<file path="src/rtl/core/soa_pkg.sv">
// ----------------------------------------------------------------------------
// soa_pkg
// Shared types and constants of the slab object allocator.
// ----------------------------------------------------------------------------
`timescale 1ns / 1ps
`default_nettype none

package soa_pkg;

    localparam int MAX_SLABS_DEF    = 64;
    localparam int SIZE_CLASSES_DEF = 7;
    localparam int HEADER_BYTES_DEF = 40;

    localparam int PAGE_BYTES = 4096;
    localparam int PAGE_SHIFT = 12;
    localparam int MAP_BITS   = 128;
    localparam int MIN_SHIFT  = 5;
    localparam int GROUPS     = 8;
    localparam int GROUP_BITS = MAP_BITS / GROUPS;

    localparam logic [2:0] ST_OK       = 3'd0;
    localparam logic [2:0] ST_IGNORED  = 3'd1;
    localparam logic [2:0] ST_TOO_BIG  = 3'd2;
    localparam logic [2:0] ST_EXHAUST  = 3'd3;
    localparam logic [2:0] ST_BAD_FREE = 3'd4;

    localparam logic REQ_ALLOC = 1'b0;
    localparam logic REQ_FREE  = 1'b1;

    localparam logic [15:0] CLASS_BYTES [7] = '{
        16'd32, 16'd64, 16'd128, 16'd256, 16'd512, 16'd1024, 16'd2048
    };

    typedef struct packed {
        logic       hit;
        logic [6:0] slot;
    } soa_find_t;

endpackage

`default_nettype wire

</file>
<file path="src/rtl/core/soa_slot_find.sv">
// ----------------------------------------------------------------------------
// soa_slot_find
// Two-step search for the lowest set bit of a 128-bit slot map.
// ----------------------------------------------------------------------------
`timescale 1ns / 1ps
`default_nettype none

module soa_slot_find (
    input  wire logic                      clk,
    input  wire logic                      start,
    input  wire logic [127:0]              map,
    output soa_pkg::soa_find_t             result
);
    import soa_pkg::*;

    logic [GROUPS-1:0] grp_hit_reg;
    logic [3:0]        grp_idx_reg [GROUPS];
    logic [GROUPS-1:0] grp_hit_next;
    logic [3:0]        grp_idx_next [GROUPS];

    // First step: each 16-bit group finds its own lowest free slot.
    always_comb
    begin
        for (int g = 0; g < GROUPS; g++)
        begin
            grp_hit_next[g] = |map[g*GROUP_BITS +: GROUP_BITS];
            grp_idx_next[g] = 4'd0;
            for (int b = GROUP_BITS - 1; b >= 0; b--)
            begin
                if (map[g*GROUP_BITS + b])
                begin
                    grp_idx_next[g] = 4'(b);
                end
            end
        end
    end

    always_ff @(posedge clk)
    begin
        if (start)
        begin
            grp_hit_reg <= grp_hit_next;
            for (int g = 0; g < GROUPS; g++)
            begin
                grp_idx_reg[g] <= grp_idx_next[g];
            end
        end
    end

    // Second step: the lowest group with a free slot wins.
    always_comb
    begin
        result.hit  = |grp_hit_reg;
        result.slot = 7'd0;
        for (int g = GROUPS - 1; g >= 0; g--)
        begin
            if (grp_hit_reg[g])
            begin
                result.slot = {3'(g), grp_idx_reg[g]};
            end
        end
    end

endmodule

`default_nettype wire

</file>
<file path="config.mk">
export PLATFORM = sky130hd
export DESIGN_NAME = soa_slot_find
export DESIGN_NICKNAME = d
export VERILOG_FILES = /design/src/rtl/core/soa_pkg.sv /design/src/rtl/core/soa_slot_find.sv
export SDC_FILE = /design/constraint.sdc
export NUM_CORES = 1
export LEC_CHECK = 0
export ABC_AREA = 1
export ABC_CLOCK_PERIOD_IN_PS = 1300
export BUFFER_PORTS_ARGS = -buffer_cell sky130_fd_sc_hd__clkbuf_2
export CORE_UTILIZATION = 44
export DETAILED_ROUTE_END_ITERATION = 8
export PLACE_DENSITY_LB_ADDON = 0.05
export SYNTH_ARGS = -nofsm -noshare
export SYNTH_HDL_FRONTEND = slang
export SYNTH_SLANG_ARGS = --single-unit
</file>
<file path="constraint.sdc">
create_clock -name clk -period 1.3 [get_ports clk]
set_input_delay 0.26 -clock clk [delete_from_list [all_inputs] [get_ports clk]]
set_output_delay 0.26 -clock clk [all_outputs]
set_load 0.02 [all_outputs]
</file>
# --- Yosys cells after proc, flatten, opt, wreduce, memory -nomap -nowiden ---
# Memories as Yosys holds them, arrays and structs flattened.
# Index checks and enable logic that the tools add are counted.
op_classes:
  n_mux: 138
  reduce_logical: 9
op_table:
  columns: ["op", "n"]
  rows:
  - ["two-way mux 4 bit", 128]
  - ["OR reduction 16 bit", 8]
  - ["two-way mux 7 bit", 8]
  - ["OR reduction 8 bit", 1]
  - ["two-way mux 1 bit", 2]
totals:
  register_bits: 8
  ram_bits: 32
  inputBits: 130
  out_inout_bits: 8
  n_memories: 1
memory_table:
  columns: ["name", "words", "width", "read_ports", "rd_ports_with_merged_regs", "write_ports", "line", "source"]
  rows:
  - ["grp_idx_reg", 8, 4, 8, 0, 8, "soa_slot_find.sv:17", "logic [3:0] grp_idx_reg [GROUPS];"]

# --- Longest topological paths before layout ---
# Gate-level depths: netlist (run 1).
logic_depth:
  ltp_word: 16
  mapped_depth: 15
  depth_no_buf: 15

# --- Worst setup path after synthesis (run 1) ---
# OpenSTA, ideal clock, no wires.
synth_path:
  path_kind: "register -> output"
  startpoint: "reg grp_hit_reg[3]"
  endpoint: "out result[6] in the netlist's numbering"
  arrival_time_ns: 1.505
  setup_slack_ns: -0.465
  path_stages_with_launch: 4
  cell_sequence: "edfxtp_1 or2_1 clkbuf_1 nor4_1"
synth_rtl:
  columns: ["element", "line", "source"]
  rows:
  - ["start: declaration", "soa_slot_find.sv:16", "logic [GROUPS-1:0] grp_hit_reg;"]
  - ["start signal: assignment", "soa_slot_find.sv:42", "grp_hit_reg <= grp_hit_next;"]
  - ["end: declaration", "soa_slot_find.sv:12", "output soa_pkg::soa_find_t result"]

==> summary.txt, run 1 <==
Run status
  • Outcome: finished, violations left
  • Failing checks: setup timing

GRT
  • Vias in the first global route: 3052
  • GRT Residual Overflow: 0
  • First-pass GRT wire length: 11230 um
  • Gr usage total: 18.41%
  • Initial antenna violation count: 0
  • Largest net degree at the start of global routing: 41

Worst setup path
  • CP Launch Type: flip-flop
  • Max incr delay on CP: 0.45 ns
  • Worst Path Required: 1.04 ns
  • Worst path bufs/invs: 1
  • CP endpoint kind: output port
  • CP startpoint: grp_hit_reg[6]
  • Worst EP arrival: 1.77 ns
  • Critical Path Fanout Max: 5
  • Family of cells with the greatest summed delay on the critical path: compound AO/OA/AOI/OAI gates
  • Critical Path, Cell by Cell: nor2_4, nand2_1, nand2_1, o21ai_1, nand2_1, o21ai_1, o211ai_1, o21ai_1, o21ai_2, clkbuf_8
  • Crit-path slowest cell: edfxtp_1
  • Setup CP Type: flip-flop to output port

Synthesis
  • Yosys synthesis warning count: 0
  • Avg Cell Area, Syn: 6.366 um2
  • Sequential share of the synthesized area: 37.66%
  • Mapped cell area: 3189 um2
  • Seq cells post-synth: 40
  • Synth cell types: 17
  • Syn_nets: 631
  • EDFF count, synth: 40
  • Synth Flop Type: edfxtp_1
  • Async S/R FF share, synth: 0%
  • Gate count after technology mapping: 501

Pwr
  • Tot Pwr: 3343 uW
  • Pwr Density: 771.3 nW/um2
  • Worst vdd ir: 0.0003986 V
  • P_leak: 0.002323 uW

Final layout
  • Final net count: 787
  • Layout Cells excl Fill: 754
  • Register area: 1201 um2
  • P&R area growth vs syn: 35.90%
  • N_diodes: 0
  • Largest register FFs: 32
  • Multi-input logic area: 1528 um2
  • Final core utilization: 62.75%
  • Filler cell count: 675
  • Layout cells sized above 1: 31.61%

Die
  • Die Area: 7593 um2
  • Die height: 87.14 um
  • Die Width: 87.14 um
  • I/O Pins: 138
  • Initial Utilization: 46.18%
  • Total core area: 6907 um2
  • Row count: 30

STA
  • Tmin final: 2.031 ns
  • Period utilization: 156.2%
  • Fmax: 0.4924 GHz
  • Fin Setup TNS: -5.137 ns
  • Final Hold Fails: 0
  • Final setup fails: 8
  • RSZ-0062 raised after global routing: true
  • Worst-Margin Slew: 0.4058 ns
  • Max-slew headroom: 72.69%
  • Max-slew violation count: 0
  • Final Worst Setup Slack: -0.7308 ns

Routing
  • Drt pass-1 iters: 4
  • Total Wirelength: 6815 um
  • Initial DRC count: 83
  • Final ANT Viol Nets: 0
  • Avg WL per Cell: 9.038 um
  • Final routed DRC violation total: 0
  • Routed vias: 3472
  • Vias per Instance: 4.605

Clocking
  • Clk root buf: clkbuf_8
  • TritonCTS clock tree: done
  • Clk buf depth: 2
  • Clk slew on worst S/H paths: 0.07 ns
  • H-tree levels: 2
  • Sink Count: 40
  • CTS buffer count: 5

Job
  • Maximum capacitance violations: 0

Place
  • Detailed placement HPWL: 5865 um
  • GP Congestion: 0.8436
  • PortBufs: 137
  • DP Cell Count: 745

Min path
  • Hold WC Path Type: input port to flip-flop
  • Hold path start: map[96]
-- power breakdown --
group          leakage, uW  total (uW)  internal [uW]  switching [uW]
Sequential        0.000387        1550           1510            42.3
Combinational      0.00188         822            389             433
Clock            0.0000552         967            569             398
-- per-layer routing --
metal,GRT usage (%),wire length [um]
met1,19.52,2850
met2,36.15,3517
met3,3.981,370
met4,5.365,77
met5,0,0
-- synthesized netlist by cell type (all sizes together), types with 3 or more instances --
cell type / instances / area (um2)
edfxtp: 40 / 1201
or2: 10 / 62.56
clkbuf: 3 / 11.26
nand2: 137 / 514.2
nor4: 9 / 56.30
nor3: 19 / 95.09
o21ai: 17 / 85.08
o311ai: 8 / 70.07
nor2: 51 / 198.9
nand3: 36 / 180.2
o211ai: 4 / 30.03
a21oi: 33 / 165.2
inv: 132 / 495.5
-- logic make-up (layout without fill, tap and decap cells) --
logic type	after synthesis	count (layout)	synth area share [%]
AOI/OAI and AO/OA	63	63	11.18
buffers and inverters	136	293	16.44
DFF	40	40	37.66
and+or+nand+nor	262	262	34.72
-- layout make-up --
class / instances / area share [%]
Clock inverter: 2 / 0.8083
Tap cell: 96 / 2.771
Sequential cell: 40 / 27.71
Clock buffer: 6 / 1.674
Inverter: 133 / 11.84
Multi-Input combinational cell: 325 / 35.25
Timing Repair Buffer: 152 / 19.95
-- per-stage QoR --
step | setup WS (ns) | cell area [um2] | hold WS, ns
floorplan | -0.2818 | 3219 | 0.3725
global placement | -0.3592 | 4131 | 0.5544
detailed placement | -0.3907 | 4131 | 0.5559
CTS | -0.7078 | 4299 | 0.2409
global route | -0.8950 | 4334 | 0.2444
finish | -0.7308 | 4334 | 0.2528
-- worst paths after layout --
check,end,cells past startpoint
hold / removal,grp_idx_reg[1][8],2
setup / recovery,result[1],10
-- placed cells by master, fill, tap and decap left out, types with 4 or more instances in the layout --
master / count
a21oi_1: 31
nor3_1: 17
o21ai_1: 13
buf_4: 13
or2_1: 8
inv_1: 98
inv_2: 34
clkbuf_2: 131
nor4_1: 8
nand3_1: 36
o211ai_1: 4
o21ai_2: 4
edfxtp_1: 40
o311ai_1: 8
clkbuf_8: 10
nand2_1: 137
nor2_1: 49
-- repair_timing --
action | in CTS | in global routing
hold buffers | 0 | 0
buffers inserted | 1 | 1
pin swaps | 5 | 10
gates resized for setup | 13 | 10
endpoints found under the setup margin | 8 | 8
Power figures use the tool's default switching activity.
==> run 2, diff against run 1 <==
CTS_BUF_LIST = sky130_fd_sc_hd__clkbuf_16   (was default)
==> run 2 against run 1 <==
Against the previous run: the flow still finishes with violations (setup timing); setup slack gained 0.015 ns; routed wire length grew 0.45%; die area is the same; sequential power is essentially flat; non-clock buffer count is the same; sequential cell count is the same.
==> summary.txt, run 2 (synthesis results as in run 1) <==
Min path
  • WHS Path Cells: 2
  • Hold WC Path Type: input port to flip-flop
  • Hold path start: map[96]
  • Min-Delay Endpoint: grp_idx_reg[1][8]

Run status
  • Outcome: finished, violations left
  • Failing checks: setup timing

Clocking
  • TritonCTS clock tree: done
  • Clk root buf: clkbuf_16
  • Sink Count: 40
  • Clk buf depth: 2
  • CTS buffer count: 5
  • Clk slew on worst S/H paths: 0.05 ns
  • H-tree levels: 2

GRT
  • Gr usage total: 18.50%
  • First-pass GRT wire length: 11190 um
  • GRT Residual Overflow: 0
  • Initial antenna violation count: 0
  • Largest net degree at the start of global routing: 41
  • Vias in the first global route: 3024

Routing
  • Vias per Instance: 4.589
  • Routed vias: 3460
  • Drt pass-1 iters: 4
  • Final ANT Viol Nets: 0
  • Initial DRC count: 96
  • Total Wirelength: 6846 um
  • Avg WL per Cell: 9.080 um
  • Final routed DRC violation total: 0

Final layout
  • Most frequent cells in the layout: 137 x nand2_1, 131 x clkbuf_2, 99 x inv_1
  • Layout cells sized above 1: 31.61%
  • Commonest non-fill, non-tap cell in the layout: nand2_1
  • N_diodes: 0
  • Final net count: 787
  • Largest register FFs: 32
  • P&R area growth vs syn: 37.66%
  • Filler cell count: 670

Worst setup path
  • CP startpoint: grp_hit_reg[6]
  • Crit-path slowest cell: edfxtp_1
  • Worst EP arrival: 1.76 ns
  • Critical Path, Cell by Cell: nor2_4, nand2_1, nand2_1, o21ai_1, nand2_1, o21ai_1, o211ai_1, o21ai_1, o21ai_2, clkbuf_8
  • Worst Path Required: 1.04 ns
  • CP endpoint kind: output port
  • Max incr delay on CP: 0.44 ns
  • CP Launch Type: flip-flop
  • Critical Path Fanout Max: 5
  • Setup CP Type: flip-flop to output port

Place
  • Detailed placement HPWL: 5865 um
  • Setup Slack @ Placement: -0.3907 ns
  • GP Congestion: 0.8436
  • PortBufs: 137

Die
  • Row count: 30
  • I/O Pins: 138
  • Die height: 87.14 um
  • Initial Utilization: 46.18%
  • Total core area: 6907 um2
  • Die Area: 7593 um2
  • Die Width: 87.14 um

Pwr
  • Logic gate share of total power: 22.2%
  • Worst vdd ir: 0.0005624 V
  • Reg power frac: 42.0%
  • Tot Pwr: 3707 uW
  • Int Pwr: 2796 uW
  • P_leak: 0.002353 uW
  • Pwr Density: 844.3 nW/um2
  • Switching pwr: 911.1 uW
  • Clk network pwr share: 35.8%
  • Switching Share: 24.58%

STA
  • Final Hold Fails: 0
  • Final Worst Setup Slack: -0.7160 ns
  • Worst-Margin Slew: 0.4059 ns
  • Period utilization: 155.1%
  • Max-slew violation count: 0
  • Worst hold margin: 0.2672 ns
  • Tmin final: 2.016 ns
  • RSZ-0062 raised after global routing: true
  • Max-slew headroom: 72.69%
  • Fmax: 0.4960 GHz
  • Final setup fails: 8

Job
  • Maximum capacitance violations: 0
## run 2: worst max-delay path: cells and delay by family, from the launching register on
| family | cells | cell delay [ns] |
|---|---|---|
| buffers and inverters | 1 | 0.15 |
| AOI/OAI and AO/OA | 5 | 0.55 |
| DFF | 1 | 0.44 |
| and+or+nand+nor | 4 | 0.33 |
## run 2: layout make-up
class                      instances  area (um2)  area share (%)
clock buffer                       5       125.1           2.850
inverter                         133       513.0           11.68
clock inverter                     3       38.79          0.8834
timing repair buffer             152       864.6           19.69
tap                               96       120.1           2.736
sequential                        40        1201           27.36
multi-input combinational        325        1528           34.80
## run 2: power by group through the flow
stage | sequential (uW) | combinational [uW] | clock (uW)
2_1_floorplan | 1560 | 408 | 0
3_3_place_gp | 1580 | 763 | 0
3_5_place_dp | 1580 | 784 | 0
4_1_cts | 1560 | 816 | 1360
5_1_grt | 1560 | 936 | 1420
6_report | 1560 | 822 | 1330
## run 2: repair_timing
item / CTS / global route
pin swaps: 5 / 12
hold buffers: 0 / 0
buffers inserted: 1 / 1
endpoints found under the setup margin: 8 / 8
resized for setup: 13 / 10
## run 2: how the worst max path moves through the flow
stage	end	cells after the start
global placement	result[3]	10
global route	result[0]	10
CTS	result[1]	10
detailed placement	result[1]	10
finish	result[1]	10
floorplan	result[0]	9
## run 2: per-layer routing
layer,track usage (%),part of all wire (%)
met5,0,0
met4,6.110,1.1
met3,3.318,4.6
met2,36.36,52
met1,19.70,42
## run 2: metrics by stage
stage	instances	area (um2)	TNS (ns)	utilization, %
6_report	754	4390	-5.056	63.57
5_1_grt	754	4390	-5.884	63.57
4_1_cts	754	4355	-4.852	63.06
3_5_place_dp	745	4131	-2.649	59.82
3_3_place_gp	745	4131	-2.461	59.82
2_1_floorplan	501	3219	-1.575	-
